[src/design/emp_pkg.sv]
// ----------------------------------------------------------------------------
// Event message parser - package
// Keyword table, result kinds, event codes and the queue entry type.
// ----------------------------------------------------------------------------
`default_nettype none

package emp_pkg;

    localparam int KW_NUM          = 8;
    localparam int KW_CHARS        = 8;
    localparam int QUEUE_DEPTH_DEF = 2;

    localparam logic [1:0] KIND_HEADER = 2'd0;
    localparam logic [1:0] KIND_DATA   = 2'd1;
    localparam logic [1:0] KIND_ERROR  = 2'd2;

    localparam logic [2:0] CODE_RECEIVED = 3'd4;
    localparam logic [2:0] CODE_SEND     = 3'd6;

    localparam logic [7:0] CHAR_SPACE = 8'h20;
    localparam logic [7:0] CHAR_ZERO  = 8'h30;
    localparam logic [7:0] CHAR_NINE  = 8'h39;

    localparam logic [30:0] HANDLE_MAX = 31'h7FFF_FFFF;

    // left aligned, padded past each keyword's length
    localparam logic [8*KW_CHARS-1:0] KW_TEXT [KW_NUM] = '{
        "ACCEPTED", "CLOSED..", "CLOSING.", "ERROR...",
        "RECEIVED", "CLOSE...", "SEND....", "SHUTDOWN"
    };

    localparam logic [3:0] KW_LEN [KW_NUM] = '{
        4'd8, 4'd6, 4'd7, 4'd5, 4'd8, 4'd5, 4'd4, 4'd8
    };

    typedef struct packed {
        logic [7:0]                             char_val;
        logic                                   last;
        logic                                   is_space;
        logic                                   is_digit;
        logic [KW_NUM-1:0][KW_CHARS-1:0]        hits;
    } emp_item_t;

    function automatic logic [7:0] kw_char(input int k, input int i);
        return KW_TEXT[k][8*(KW_CHARS-1-i) +: 8];
    endfunction

endpackage

`default_nettype wire

[src/design/event_message_parser_core.sv]
// Throughput: one byte per cycle, sustained, while the result side keeps up.
// A taken byte passes through the item queue and then the result register; a result is held while stalled.
// The result register frees as it is taken; a two-entry queue absorbs result stalls.
// Reset (rst_n low, asynchronous) empties the queue, drops any pending result
// and returns the parser to the keyword field with all counts cleared.
// ----------------------------------------------------------------------------
// Event message parser - top level
// Byte-stream parser for event keyword, handle and payload messages.
// ----------------------------------------------------------------------------
`default_nettype none

module event_message_parser_core
#(
    parameter int QUEUE_DEPTH = emp_pkg::QUEUE_DEPTH_DEF
)
(
    input  wire logic          clk,
    input  wire logic          rst_n,
    input  wire logic          msg_valid,
    output logic               msg_stall,
    input  wire logic [7:0]    in_byte,
    input  wire logic          in_last,
    output logic               res_valid,
    input  wire logic          res_stall,
    output logic [1:0]         kind,
    output logic [2:0]         event_code,
    output logic [30:0]        handle_value,
    output logic [7:0]         data_byte,
    output logic               end_of_message
);
    import emp_pkg::*;

    emp_item_t front_item;
    emp_item_t head_item;
    logic      push;
    logic      pop;
    logic      q_full;
    logic      q_not_empty;

    emp_front u_front
    (
        .msg_valid (msg_valid),
        .msg_stall (msg_stall),
        .in_byte   (in_byte),
        .in_last   (in_last),
        .full      (q_full),
        .push      (push),
        .item      (front_item)
    );

    emp_queue #(
        .DEPTH (QUEUE_DEPTH)
    ) u_queue
    (
        .clk       (clk),
        .rst_n     (rst_n),
        .push      (push),
        .item_in   (front_item),
        .pop       (pop),
        .item_out  (head_item),
        .not_empty (q_not_empty),
        .full      (q_full)
    );

    emp_back u_back
    (
        .clk            (clk),
        .rst_n          (rst_n),
        .item           (head_item),
        .item_valid     (q_not_empty),
        .pop            (pop),
        .res_valid      (res_valid),
        .res_stall      (res_stall),
        .kind           (kind),
        .event_code     (event_code),
        .handle_value   (handle_value),
        .data_byte      (data_byte),
        .end_of_message (end_of_message)
    );

endmodule

`default_nettype wire

[src/design/emp_front.sv]
// ----------------------------------------------------------------------------
// Event message parser - front end
// Takes bytes in and classifies them: space, digit, and a per-keyword,
// per-position character compare for the back end to pick from.
// ----------------------------------------------------------------------------
`default_nettype none

module emp_front
(
    input  wire logic              msg_valid,
    output logic                   msg_stall,
    input  wire logic [7:0]        in_byte,
    input  wire logic              in_last,
    input  wire logic              full,
    output logic                   push,
    output emp_pkg::emp_item_t     item
);
    import emp_pkg::*;

    assign msg_stall = full;
    assign push      = msg_valid && !full;

    always_comb
    begin
        item.char_val = in_byte;
        item.last     = in_last;
        item.is_space = (in_byte == CHAR_SPACE);
        item.is_digit = (in_byte >= CHAR_ZERO) && (in_byte <= CHAR_NINE);
        for (int k = 0; k < KW_NUM; k++)
        begin
            for (int i = 0; i < KW_CHARS; i++)
            begin
                item.hits[k][i] = (in_byte == kw_char(k, i));
            end
        end
    end

endmodule

`default_nettype wire

[src/design/emp_queue.sv]
// ----------------------------------------------------------------------------
// Event message parser - item queue
// Short register FIFO between the front and back ends.
// ----------------------------------------------------------------------------
`default_nettype none

module emp_queue
#(
    parameter int DEPTH = emp_pkg::QUEUE_DEPTH_DEF
)
(
    input  wire logic                clk,
    input  wire logic                rst_n,
    input  wire logic                push,
    input  wire emp_pkg::emp_item_t  item_in,
    input  wire logic                pop,
    output emp_pkg::emp_item_t       item_out,
    output logic                     not_empty,
    output logic                     full
);
    import emp_pkg::*;

    localparam int PW = (DEPTH > 1) ? $clog2(DEPTH) : 1;
    localparam int CW = $clog2(DEPTH + 1);

    emp_item_t        mem_reg [DEPTH];
    logic [PW-1:0]    wr_ptr_reg, wr_ptr_next;
    logic [PW-1:0]    rd_ptr_reg, rd_ptr_next;
    logic [CW-1:0]    count_reg, count_next;

    assign not_empty = (count_reg != '0);
    assign full      = (count_reg == CW'(DEPTH));
    assign item_out  = mem_reg[rd_ptr_reg];

    always_comb
    begin
        wr_ptr_next = wr_ptr_reg;
        rd_ptr_next = rd_ptr_reg;
        count_next  = count_reg;
        if (push)
        begin
            wr_ptr_next = (wr_ptr_reg == PW'(DEPTH - 1)) ? '0 : wr_ptr_reg + 1'b1;
        end
        if (pop)
        begin
            rd_ptr_next = (rd_ptr_reg == PW'(DEPTH - 1)) ? '0 : rd_ptr_reg + 1'b1;
        end
        if (push && !pop)
        begin
            count_next = count_reg + 1'b1;
        end
        else if (pop && !push)
        begin
            count_next = count_reg - 1'b1;
        end
    end

    always_ff @(posedge clk or negedge rst_n)
    begin
        if (!rst_n)
        begin
            wr_ptr_reg <= '0;
            rd_ptr_reg <= '0;
            count_reg  <= '0;
        end
        else
        begin
            wr_ptr_reg <= wr_ptr_next;
            rd_ptr_reg <= rd_ptr_next;
            count_reg  <= count_next;
        end
    end

    always_ff @(posedge clk)
    begin
        if (push)
        begin
            mem_reg[wr_ptr_reg] <= item_in;
        end
    end

endmodule

`default_nettype wire

[src/design/emp_back.sv]
// ----------------------------------------------------------------------------
// Event message parser - back end
// Field state machine: keyword match, handle accumulate, data pass-through,
// end-of-message verdict, and the registered result stage.
// ----------------------------------------------------------------------------
`default_nettype none

module emp_back
(
    input  wire logic                clk,
    input  wire logic                rst_n,
    input  wire emp_pkg::emp_item_t  item,
    input  wire logic                item_valid,
    output logic                     pop,
    output logic                     res_valid,
    input  wire logic                res_stall,
    output logic [1:0]               kind,
    output logic [2:0]               event_code,
    output logic [30:0]              handle_value,
    output logic [7:0]               data_byte,
    output logic                     end_of_message
);
    import emp_pkg::*;

    localparam logic [1:0] PH_KEYWORD = 2'd0;
    localparam logic [1:0] PH_HANDLE  = 2'd1;
    localparam logic [1:0] PH_DATA    = 2'd2;
    localparam logic [1:0] PH_SKIP    = 2'd3;

    function automatic logic is_data_event(input logic [2:0] code);
        return (code == CODE_RECEIVED) || (code == CODE_SEND);
    endfunction

    logic [1:0]        phase_reg, phase_next;
    logic [3:0]        cnt_reg, cnt_next;
    logic [KW_NUM-1:0] match_reg, match_next;
    logic [30:0]       accum_reg, accum_next;
    logic [2:0]        code_reg, code_next;
    logic              fault_reg, fault_next;

    logic              res_valid_reg;
    logic [1:0]        kind_reg;
    logic [2:0]        code_out_reg;
    logic [30:0]       handle_reg;
    logic [7:0]        data_reg;
    logic              eom_reg;

    logic              emit;
    logic [1:0]        r_kind;
    logic [2:0]        r_code;
    logic [30:0]       r_handle;
    logic [7:0]        r_data;
    logic              ok;
    logic              adv;
    logic              kw_found;
    logic [2:0]        kw_code;
    logic [34:0]       acc_sum;

    assign adv = !res_valid_reg || !res_stall;
    assign pop = item_valid && adv;

    always_comb
    begin
        kw_found = 1'b0;
        kw_code  = '0;
        for (int k = KW_NUM - 1; k >= 0; k--)
        begin
            if (match_reg[k] && (cnt_reg == KW_LEN[k]))
            begin
                kw_found = 1'b1;
                kw_code  = 3'(k);
            end
        end
    end

    // x10 as shift-add, plus digit
    assign acc_sum = {1'b0, accum_reg, 3'b000} + {3'b000, accum_reg, 1'b0}
                   + {31'd0, item.char_val[3:0]};

    always_comb
    begin
        phase_next = phase_reg;
        cnt_next   = cnt_reg;
        match_next = match_reg;
        accum_next = accum_reg;
        code_next  = code_reg;
        fault_next = fault_reg;
        emit       = 1'b0;
        r_kind     = KIND_HEADER;
        r_code     = code_reg;
        r_handle   = accum_reg;
        r_data     = '0;
        ok         = 1'b0;

        unique case (phase_reg)
            PH_KEYWORD:
            begin
                if (item.is_space)
                begin
                    accum_next = '0;
                    if (kw_found)
                    begin
                        code_next  = kw_code;
                        phase_next = PH_HANDLE;
                    end
                    else
                    begin
                        fault_next = 1'b1;
                        phase_next = PH_SKIP;
                    end
                end
                else
                begin
                    for (int k = 0; k < KW_NUM; k++)
                    begin
                        match_next[k] = match_reg[k] && !cnt_reg[3]
                                        && item.hits[k][cnt_reg[2:0]];
                    end
                    if (cnt_reg != 4'hF)
                    begin
                        cnt_next = cnt_reg + 1'b1;
                    end
                end
            end
            PH_HANDLE:
            begin
                if (item.is_space)
                begin
                    if (!fault_reg && is_data_event(code_reg))
                    begin
                        emit       = 1'b1;
                        r_kind     = KIND_HEADER;
                        phase_next = PH_DATA;
                    end
                    else
                    begin
                        phase_next = PH_SKIP;
                    end
                end
                else if (item.is_digit)
                begin
                    if (acc_sum > {4'd0, HANDLE_MAX})
                    begin
                        fault_next = 1'b1;
                    end
                    else
                    begin
                        accum_next = acc_sum[30:0];
                    end
                end
                else
                begin
                    fault_next = 1'b1;
                end
            end
            PH_DATA:
            begin
                emit   = 1'b1;
                r_kind = KIND_DATA;
                r_data = item.char_val;
            end
            PH_SKIP:
            begin
            end
        endcase

        if (item.last)
        begin
            if (!emit)
            begin
                priority if (phase_next == PH_KEYWORD)
                begin
                    ok = 1'b0;
                end
                else if (phase_next == PH_HANDLE)
                begin
                    ok = !fault_next && !is_data_event(code_next);
                end
                else
                begin
                    ok = !fault_next;
                end
                emit = 1'b1;
                if (ok)
                begin
                    r_kind   = KIND_HEADER;
                    r_code   = code_next;
                    r_handle = accum_next;
                end
                else
                begin
                    r_kind   = KIND_ERROR;
                    r_code   = '0;
                    r_handle = '0;
                end
                r_data = '0;
            end
            phase_next = PH_KEYWORD;
            cnt_next   = '0;
            match_next = '1;
            accum_next = '0;
            code_next  = '0;
            fault_next = 1'b0;
        end
    end

    always_ff @(posedge clk or negedge rst_n)
    begin
        if (!rst_n)
        begin
            phase_reg     <= PH_KEYWORD;
            cnt_reg       <= '0;
            match_reg     <= '1;
            accum_reg     <= '0;
            code_reg      <= '0;
            fault_reg     <= 1'b0;
            res_valid_reg <= 1'b0;
        end
        else
        begin
            if (pop)
            begin
                phase_reg <= phase_next;
                cnt_reg   <= cnt_next;
                match_reg <= match_next;
                accum_reg <= accum_next;
                code_reg  <= code_next;
                fault_reg <= fault_next;
            end
            if (adv)
            begin
                res_valid_reg <= pop && emit;
            end
        end
    end

    always_ff @(posedge clk)
    begin
        if (pop && emit)
        begin
            kind_reg     <= r_kind;
            code_out_reg <= r_code;
            handle_reg   <= r_handle;
            data_reg     <= r_data;
            eom_reg      <= item.last;
        end
    end

    assign res_valid      = res_valid_reg;
    assign kind           = kind_reg;
    assign event_code     = code_out_reg;
    assign handle_value   = handle_reg;
    assign data_byte      = data_reg;
    assign end_of_message = eom_reg;

endmodule

`default_nettype wire

[config.mk]
export PLATFORM = sky130hd
export DESIGN_NAME = event_message_parser_core
export DESIGN_NICKNAME = d
export VERILOG_FILES = /design/src/design/emp_pkg.sv /design/src/design/event_message_parser_core.sv /design/src/design/emp_front.sv /design/src/design/emp_queue.sv /design/src/design/emp_back.sv
export SDC_FILE = /design/constraint.sdc
export NUM_CORES = 1
export LEC_CHECK = 0
export ABC_AREA = 1
export BUFFER_PORTS_ARGS = -buffer_cell sky130_fd_sc_hd__buf_4
export CORE_MARGIN = 2
export CORE_UTILIZATION = 45
export CTS_CLUSTER_SIZE = 25
export DETAILED_ROUTE_END_ITERATION = 8
export PLACE_DENSITY = 0.65
export RECOVER_POWER = 25
export SYNTH_ARGS = -nofsm -noshare
export SYNTH_HDL_FRONTEND = slang
export SYNTH_SLANG_ARGS = --single-unit
[constraint.sdc]
create_clock -name clk -period 5.3 [get_ports clk]
set_clock_uncertainty 0.05 [all_clocks]
set_input_delay 0.53 -clock clk [delete_from_list [all_inputs] [get_ports clk]]
set_output_delay 0.53 -clock clk [all_outputs]
set_load 0.05 [all_outputs]
Yosys cells after proc, flatten, opt, wreduce, memory -nomap -nowiden
Memory sizes are Yosys's and may differ from the RTL's. Index checks and enable logic that the tools add are counted.

Bits in registers: 99. Memory bits (writable): 150. Input bits: 13. Output and inout port bits: 47. Word-level logic and storage cells: 202. Memories: 1.

$add $sub $neg: 7. Magnitude comparators: 4. Equality and inequality tests: 34. Mux-type cells: 89. Reduce and logical (&&, ||, !) cells: 52.

Memory list: u_queue.mem_reg (words 2, width 75, rd ports 1, clocked after memory_dff 0, wr ports 1, RTL line emp_queue.sv:26) `emp_item_t mem_reg [DEPTH];`.

Operators with widths (count): 31-bit 2-to-1 mux (8); 8-bit by 7-bit == test with 1-bit output (second input constant) (17); 31-bit one-hot mux with 2 select lines (1); 8-bit 2-to-1 mux (6); 3-bit 2-to-1 mux (15); 34-bit by 32-bit adder with 35-bit output (1); 35-bit by 4-bit adder with 35-bit output (1); 35-bit by 31-bit > comparator with 1-bit output (second input constant) (1); 1-bit 2-to-1 mux (35); 1-bit logical AND (32); 1-bit binary-select mux with 3-bit select (8); 2-bit 2-to-1 mux (9); 4-bit by 3-bit == test with 1-bit output (second input constant) (4); 8-bit by 6-bit == test with 1-bit output (second input constant) (2); 4-bit 2-to-1 mux (4); 3-bit == test (second input constant) (4); 1-bit zero test (9); 8-bit by 6-bit greater-or-equal comparator with 1-bit output (second input constant) (1); 8-bit by 6-bit <= comparator with 1-bit output (second input constant) (1); 2-bit nonzero test (4); 4-bit by 1-bit adder with 4-bit output (second input constant) (1); 2-bit by 1-bit == test with 1-bit output (second input constant) (2); 2-bit == test (second input constant) (2); 4-bit == test (second input constant) (1); 12 further kinds (17).

Logic depth before layout (Yosys ltp)
Depth after elaboration: 24. Gate-level depth with buffers: 29.

By module
From an unflattened synthesis, not the netlist that was laid out.

Cells, all modules: 1466. Area, all modules: 14336.2 µm².

Modules (own cells, without submodules): emp_back (times used 1, cells an instance 1091, area each 7890.1 µm²); emp_queue (times used 1, cells an instance 258, area each 5773.0 µm²); emp_front (times used 1, cells an instance 117, area each 673.1 µm²).

Least setup slack after synthesis
OpenSTA, ideal clock, no wires.

Path type: register to register. Start point: register u_back.phase_reg[1]. End point: register u_back.data_reg[0], in the netlist u_back.data_byte[0], enable pin. Library setup time: 0.510 ns. Data arrival time: 4.327 ns. Setup slack: 0.414 ns. Cell stages (with the launch flop): 8. Period minus slack after synthesis: 4.886 ns. Cells stage by stage: dfrtp_1 inv_1 ha_1 clkbuf_1 inv_1 nor2_1 o21ai_1 o21ai_0.

Longest elaborated chain between the ends: 4. Elaborated cells on any way between the ends: 5. Those cells by class: eq/ne: 2; mux: 2; reduce/logical: 1.

Ends and longest elaborated chain: start: declaration (RTL line emp_back.sv:34) `logic [1:0] phase_reg, phase_next;`; start signal: assignment (RTL line emp_back.sv:223) `phase_reg <= phase_next;`; 2-bit == test or 2-bit by 1-bit == test with 1-bit output (tied branches) (RTL line emp_back.sv:95) `unique case (phase_reg)`; 1-bit one-hot mux with 2 select lines * (RTL line emp_back.sv:95); 1-bit 2-to-1 mux * (RTL line emp_back.sv:167) `if (item.last)`; 1-bit logical AND * (RTL line emp_back.sv:239) `if (pop && emit)`; end signal: assignment (RTL line emp_back.sv:244) `data_reg <= r_data;`; end: declaration (RTL line emp_back.sv:45) `logic [7:0] data_reg;`.

Every way passes the cells marked *; elsewhere a longest branch is shown, timed or not. A chain may end at the register's enable or synchronous reset.

Worst setup path after layout
Start point: register u_queue.rd_ptr_reg. End point: register u_back.handle_reg[6], in the netlist u_back.handle_value[6] (data pin).

Longest elaborated chain between the ends: 16. Elaborated cells on any way between the ends: 35. Those cells by class: add/sub: 1; order compare: 1; eq/ne: 3; mux: 24; reduce/logical: 5; memory: 1.

Ends and longest elaborated chain: start: declaration (RTL line emp_queue.sv:28) `logic [PW-1:0] rd_ptr_reg, rd_ptr_next;`; start signal: assignment (RTL line emp_queue.sv:69) `rd_ptr_reg <= rd_ptr_next;`; memory read 2 x 75 bit *; 35-bit by 4-bit adder with 35-bit output (RTL line emp_back.sv:78) `+ {31'd0, item.char_val[3:0]};`; 35-bit by 31-bit > comparator with 1-bit output (RTL line emp_back.sv:142) `if (acc_sum > {4'd0, HANDLE_MAX})`; 1-bit 2-to-1 mux (RTL line emp_back.sv:142); 1-bit 2-to-1 mux (RTL line emp_back.sv:140) `else if (item.is_digit)`; 1-bit 2-to-1 mux (RTL line emp_back.sv:127) `if (item.is_space)`; 1-bit one-hot mux with 2 select lines (RTL line emp_back.sv:95); 1-bit zero test (RTL line emp_back.sv:177, emp_back.sv:181); 1-bit logical AND (RTL line emp_back.sv:177) `ok = !fault_next && !is_data_event(code_next);`; 1-bit 2-to-1 mux (RTL line emp_back.sv:175) `else if (phase_next == PH_HANDLE)`; 1-bit 2-to-1 mux (RTL line emp_back.sv:171) `priority if (phase_next == PH_KEYWORD)`; 1-bit 2-to-1 mux (RTL line emp_back.sv:169) `if (!emit)`; 1-bit 2-to-1 mux (RTL line emp_back.sv:167); 31-bit 2-to-1 mux (RTL line emp_back.sv:184) `if (ok)`; 31-bit 2-to-1 mux (RTL line emp_back.sv:169); 31-bit 2-to-1 mux * (RTL line emp_back.sv:167); named net u_back.r_handle[6] (RTL line emp_back.sv:51) `logic [30:0] r_handle;`; end signal: assignment (RTL line emp_back.sv:243) `handle_reg <= r_handle;`; end: declaration (RTL line emp_back.sv:44) `logic [30:0] handle_reg;`.

Mark *: on every way through the listed nets, which the timed path passes. The rest lies on a longest branch. The select of a mux whose other input is x is not followed.

==> summary.md <==
| Metric | Value |
|---|---|
| Seq/Total Area, Yosys | `42.57%` |
| Layout cells sized above 1 | `8.862%` |
| F_max | `226.7 MHz` |
| Gpl congestion | `0.9383` |
| Final Util | `52.12%` |
| Top Metal Used | `met4` |
| Area after DPL | `11,230 µm²` |
| Pin count of the biggest net entering global routing | `55` |
| Distinct cell type count after synthesis | `47` |
| Nets | `1,538` |
| Die Ht | `156.5 µm` |
| Number of global-route vias before repair | `8,670` |
| Slew Limit Headroom | `-113.4%` |
| Post-synthesis async set-or-reset flop share | `34.39%` |
| Leak pwr | `5.998 nW` |
| Syn avg cell area | `7.458 µm²` |
| Critical Path End Type | `register` |
| Met2 wire length | `12.48 mm` |
| Final setup fails | `0` |
| Flops & latches, synth | `157` |
| Post-synth top area share | `29.56%` |
| Post-CTS Hold Buffers | `0` |
| Clock H-tree levels | `4` |
| CTS Sinks | `157` |
| Area Growth Syn to Fin | `13.12%` |
| GRT overflow | `0` |
| Initial antenna violation count | `0` |
| Final Instance Area | `11,840 µm²` |
| Drt via density | `5.294` |
| Number of DRC markers in iteration 0 | `677` |
| Setup_tns | `0 ns` |
| # diodes | `0` |
| Ports | `60` |
| Total Power | `6.673 mW` |
| Clock Tree Buf Depth | `2` |
| Final Hold Fails | `0` |
| Worst VDD drop | `0.4070 mV` |
| Crit start category | `register` |
| Fin worst setup slack | `0.8897 ns` |
| Comb pwr share | `50.0%` |
| Site Rows | `55` |
| Die ar. | `24,490 µm²` |
| Yosys top cell by area | `edfxtp_1` |
| Critical Path AT | `4.67 ns` |
| RSZ-0062 raised after global routing | `no` |
| Total track usage | `23.85%` |
| Tcrit/Tclk final | `83.21%` |
| WP data required | `5.56 ns` |
| M1 WL | `13.54 mm` |
| TritonCTS Buffers | `17` |
| Failing checks | `max-capacitance violations, max-slew violations` |
| DR DRC count | `0` |
| Routed WL per cell | `15.89 µm` |
| Clock network power share | `19.5%` |
| Critical path origin | `u_queue.rd_ptr_reg$_DFFE_PN0P_` |
| TritonRoute pass-1 iters | `5` |
| Hold_sp | `in_last` |
| IO Port Bufs | `59` |
| Met3 wire length | `1.390 mm` |
| Post-DP HPWL | `19.90 mm` |
| Root Buffer | `clkbuf_16` |
| Worst-path clk slew | `0.08 ns` |
| CTS tree | `yes` |
| Hold WC Path Type | `in2reg` |
| Maxcap violations | `1` |
| Post_cts resized | `0` |
| Post-CTS Setup Bufs | `0` |
| Psw | `3.306 mW` |
| Internal power | `3.366 mW` |
| Skew-Pair Late Insertion Delay | `0.44 ns` |
| Most used flip-flop cell after synthesis | `edfxtp_1` |
| Warnings from Yosys | `0` |
| Pre-CTS setup slack | `0.9012 ns` |
| Die Wd | `156.5 µm` |
| Mapped Cells | `1,403` |
| Ranking of synthesized cells by area | `edfxtp_1 (30%), nand2_1 (20%), dfrtp_1 (11%)` |
| Tmin final | `4.410 ns` |
| Count of pins over their slew limit | `55` |
| Sequential fraction of design power | `30.5%` |
| Slew @ Worst Pin | `3.202 ns` |
| Critical path peak fanout | `25` |
| Syn Nets | `1,487` |
| Status | `finished with violations` |
| Mapped Area | `10,460 µm²` |
| Global-route wire length before repair | `45.91 mm` |
| Sw Ratio | `49.55%` |
| EDFF count, synth | `103` |
| Drt total wl | `27.84 mm` |
| Core Region | `22,710 µm²` |
| Routed Antenna Nets | `0` |
| Vias post-DR | `9,275` |
| Reg2reg start | `u_queue.rd_ptr_reg$_DFFE_PN0P_` |
| Starting Density | `46.08%` |
| Cell area power density | `563.7 nW/µm²` |
| Critical path class | `reg2reg` |
| Max FFs per register | `58` |
worst max-delay path, cell delays in order, from the launching register on:
cell     delay [ns]
dfrtp_1        0.40
buf_4          0.20
inv_2          0.06
buf_4          0.26
or2_2          0.16
o21ai_0        0.09
inv_1          0.08
ha_1           0.15
ha_1           0.17
inv_1          0.06
fa_1           0.40
inv_1          0.09
nand2_1        0.06
nand3_1        0.12
nand2_1        0.07
nand2_1        0.15
nand2_1        0.09
nand3_1        0.12
nand2_1        0.06
nor2_1         0.12
nand3_1        0.15
nand2_1        0.14
nand4_2        0.12
nor2_4         0.35
buf_4          0.37
nand2_1        0.09
nand2_1        0.08
layer usage:
metal | GRT usage [%] | vias up
met1 | 34.69 | 4312
met4 | 5.898 | 0
met2 | 37.30 | 268
li1 | - | 4660
met3 | 3.711 | 35
met5 | 0 | -
cell type report:
type / instances / area, µm²
fillers: 2165 / 10870
multi-input cells: 1037 / 5229
flip-flops and latches: 157 / 4454
inverters: 166 / 623.1
repair buffers: 75 / 529.3
clock buffers: 17 / 425.4
well taps: 285 / 356.6
clock inverters: 15 / 219.0
layout by cell type, fill, tap and decap left out, types with 6 or more instances in the layout:
master and n:
clkbuf_16 17, nand4_1 39, nor2_1 101, inv_1 159, nand2_1 562, o21ai_0 40, nand3_1 82, clkinv_8 7
buf_4 65, edfxtp_1 103, xnor2_1 17, or2_2 6, xor2_1 6, nor3_1 10, dfstp_2 8, ha_1 69
clkbuf_1 9, a21oi_1 45, dfrtp_1 46
cells by family (layout without fill, tap and decap cells):
group                    after synthesis  in the layout  synth area share, %
AO/OA/AOI/OAI                        120            120                6.613
flip-flops                           157            157                42.57
AND/OR/NAND/NOR                      819            819                32.07
adder cells (fa/ha/maj)               71             71                8.633
buffers and inverters                209            273                7.808
XOR/XNOR                              23             23                1.925
multiplexers                           4              4               0.3827
worst paths after layout:
path                                                         end  slack [ns]  depth (start not counted)
worst max-delay path            u_back.handle_value[6]$_DFFE_PP_        0.89                         26
worst min-delay path            u_queue.mem_reg[1][66]$_DFFE_PP_        0.25                          1
worst max register to register  u_back.handle_value[6]$_DFFE_PP_        0.89                         26
worst min register to register   u_back.match_reg[3]$_DFFE_PN1P_        0.44                          2
max in group asynchronous        u_back.accum_reg[1]$_DFFE_PN0P_        2.29                          1
min in group asynchronous       u_back.accum_reg[21]$_DFFE_PN0P_        1.10                          1
per-stage QoR:
step           hold WS, ns  instances
2_1_floorplan       0.1844       1403
3_3_place_gp        0.4250       1720
3_5_place_dp        0.4325       1720
4_1_cts             0.1218       1752
5_1_grt             0.2319       1752
6_report            0.2535       1752
synth_stat cells (3+ instances only):
cell and n:
nand2_1 562, inv_1 159, nor2_1 105, edfxtp_1 103, nand3_1 82, ha_1 69
dfrtp_1 46, a21oi_1 45, o21ai_0 42, nand4_1 39, clkbuf_1 29, xnor2_1 17
nor3_1 10, buf_2 8, dfstp_2 8, or2_2 6, xor2_1 6, o2111ai_1 5
o21bai_1 5, inv_2 4, mux2i_1 4, nand3b_1 4, nor4_1 4, buf_1 3
buf_6 3, clkinv_1 3, o211ai_1 3, o21ai_1 3
power by group through the flow:
stage	logic (mW)	clock network (mW)	registers (mW)
after floorplan	1.79	0	2.60
after global placement	3.28	0	2.06
after detailed placement	3.33	0	2.05
after CTS	3.34	1.33	2.04
after global routing	3.66	1.38	2.08
final	3.34	1.30	2.04
Note: power is estimated with default switching activity, not from simulation.
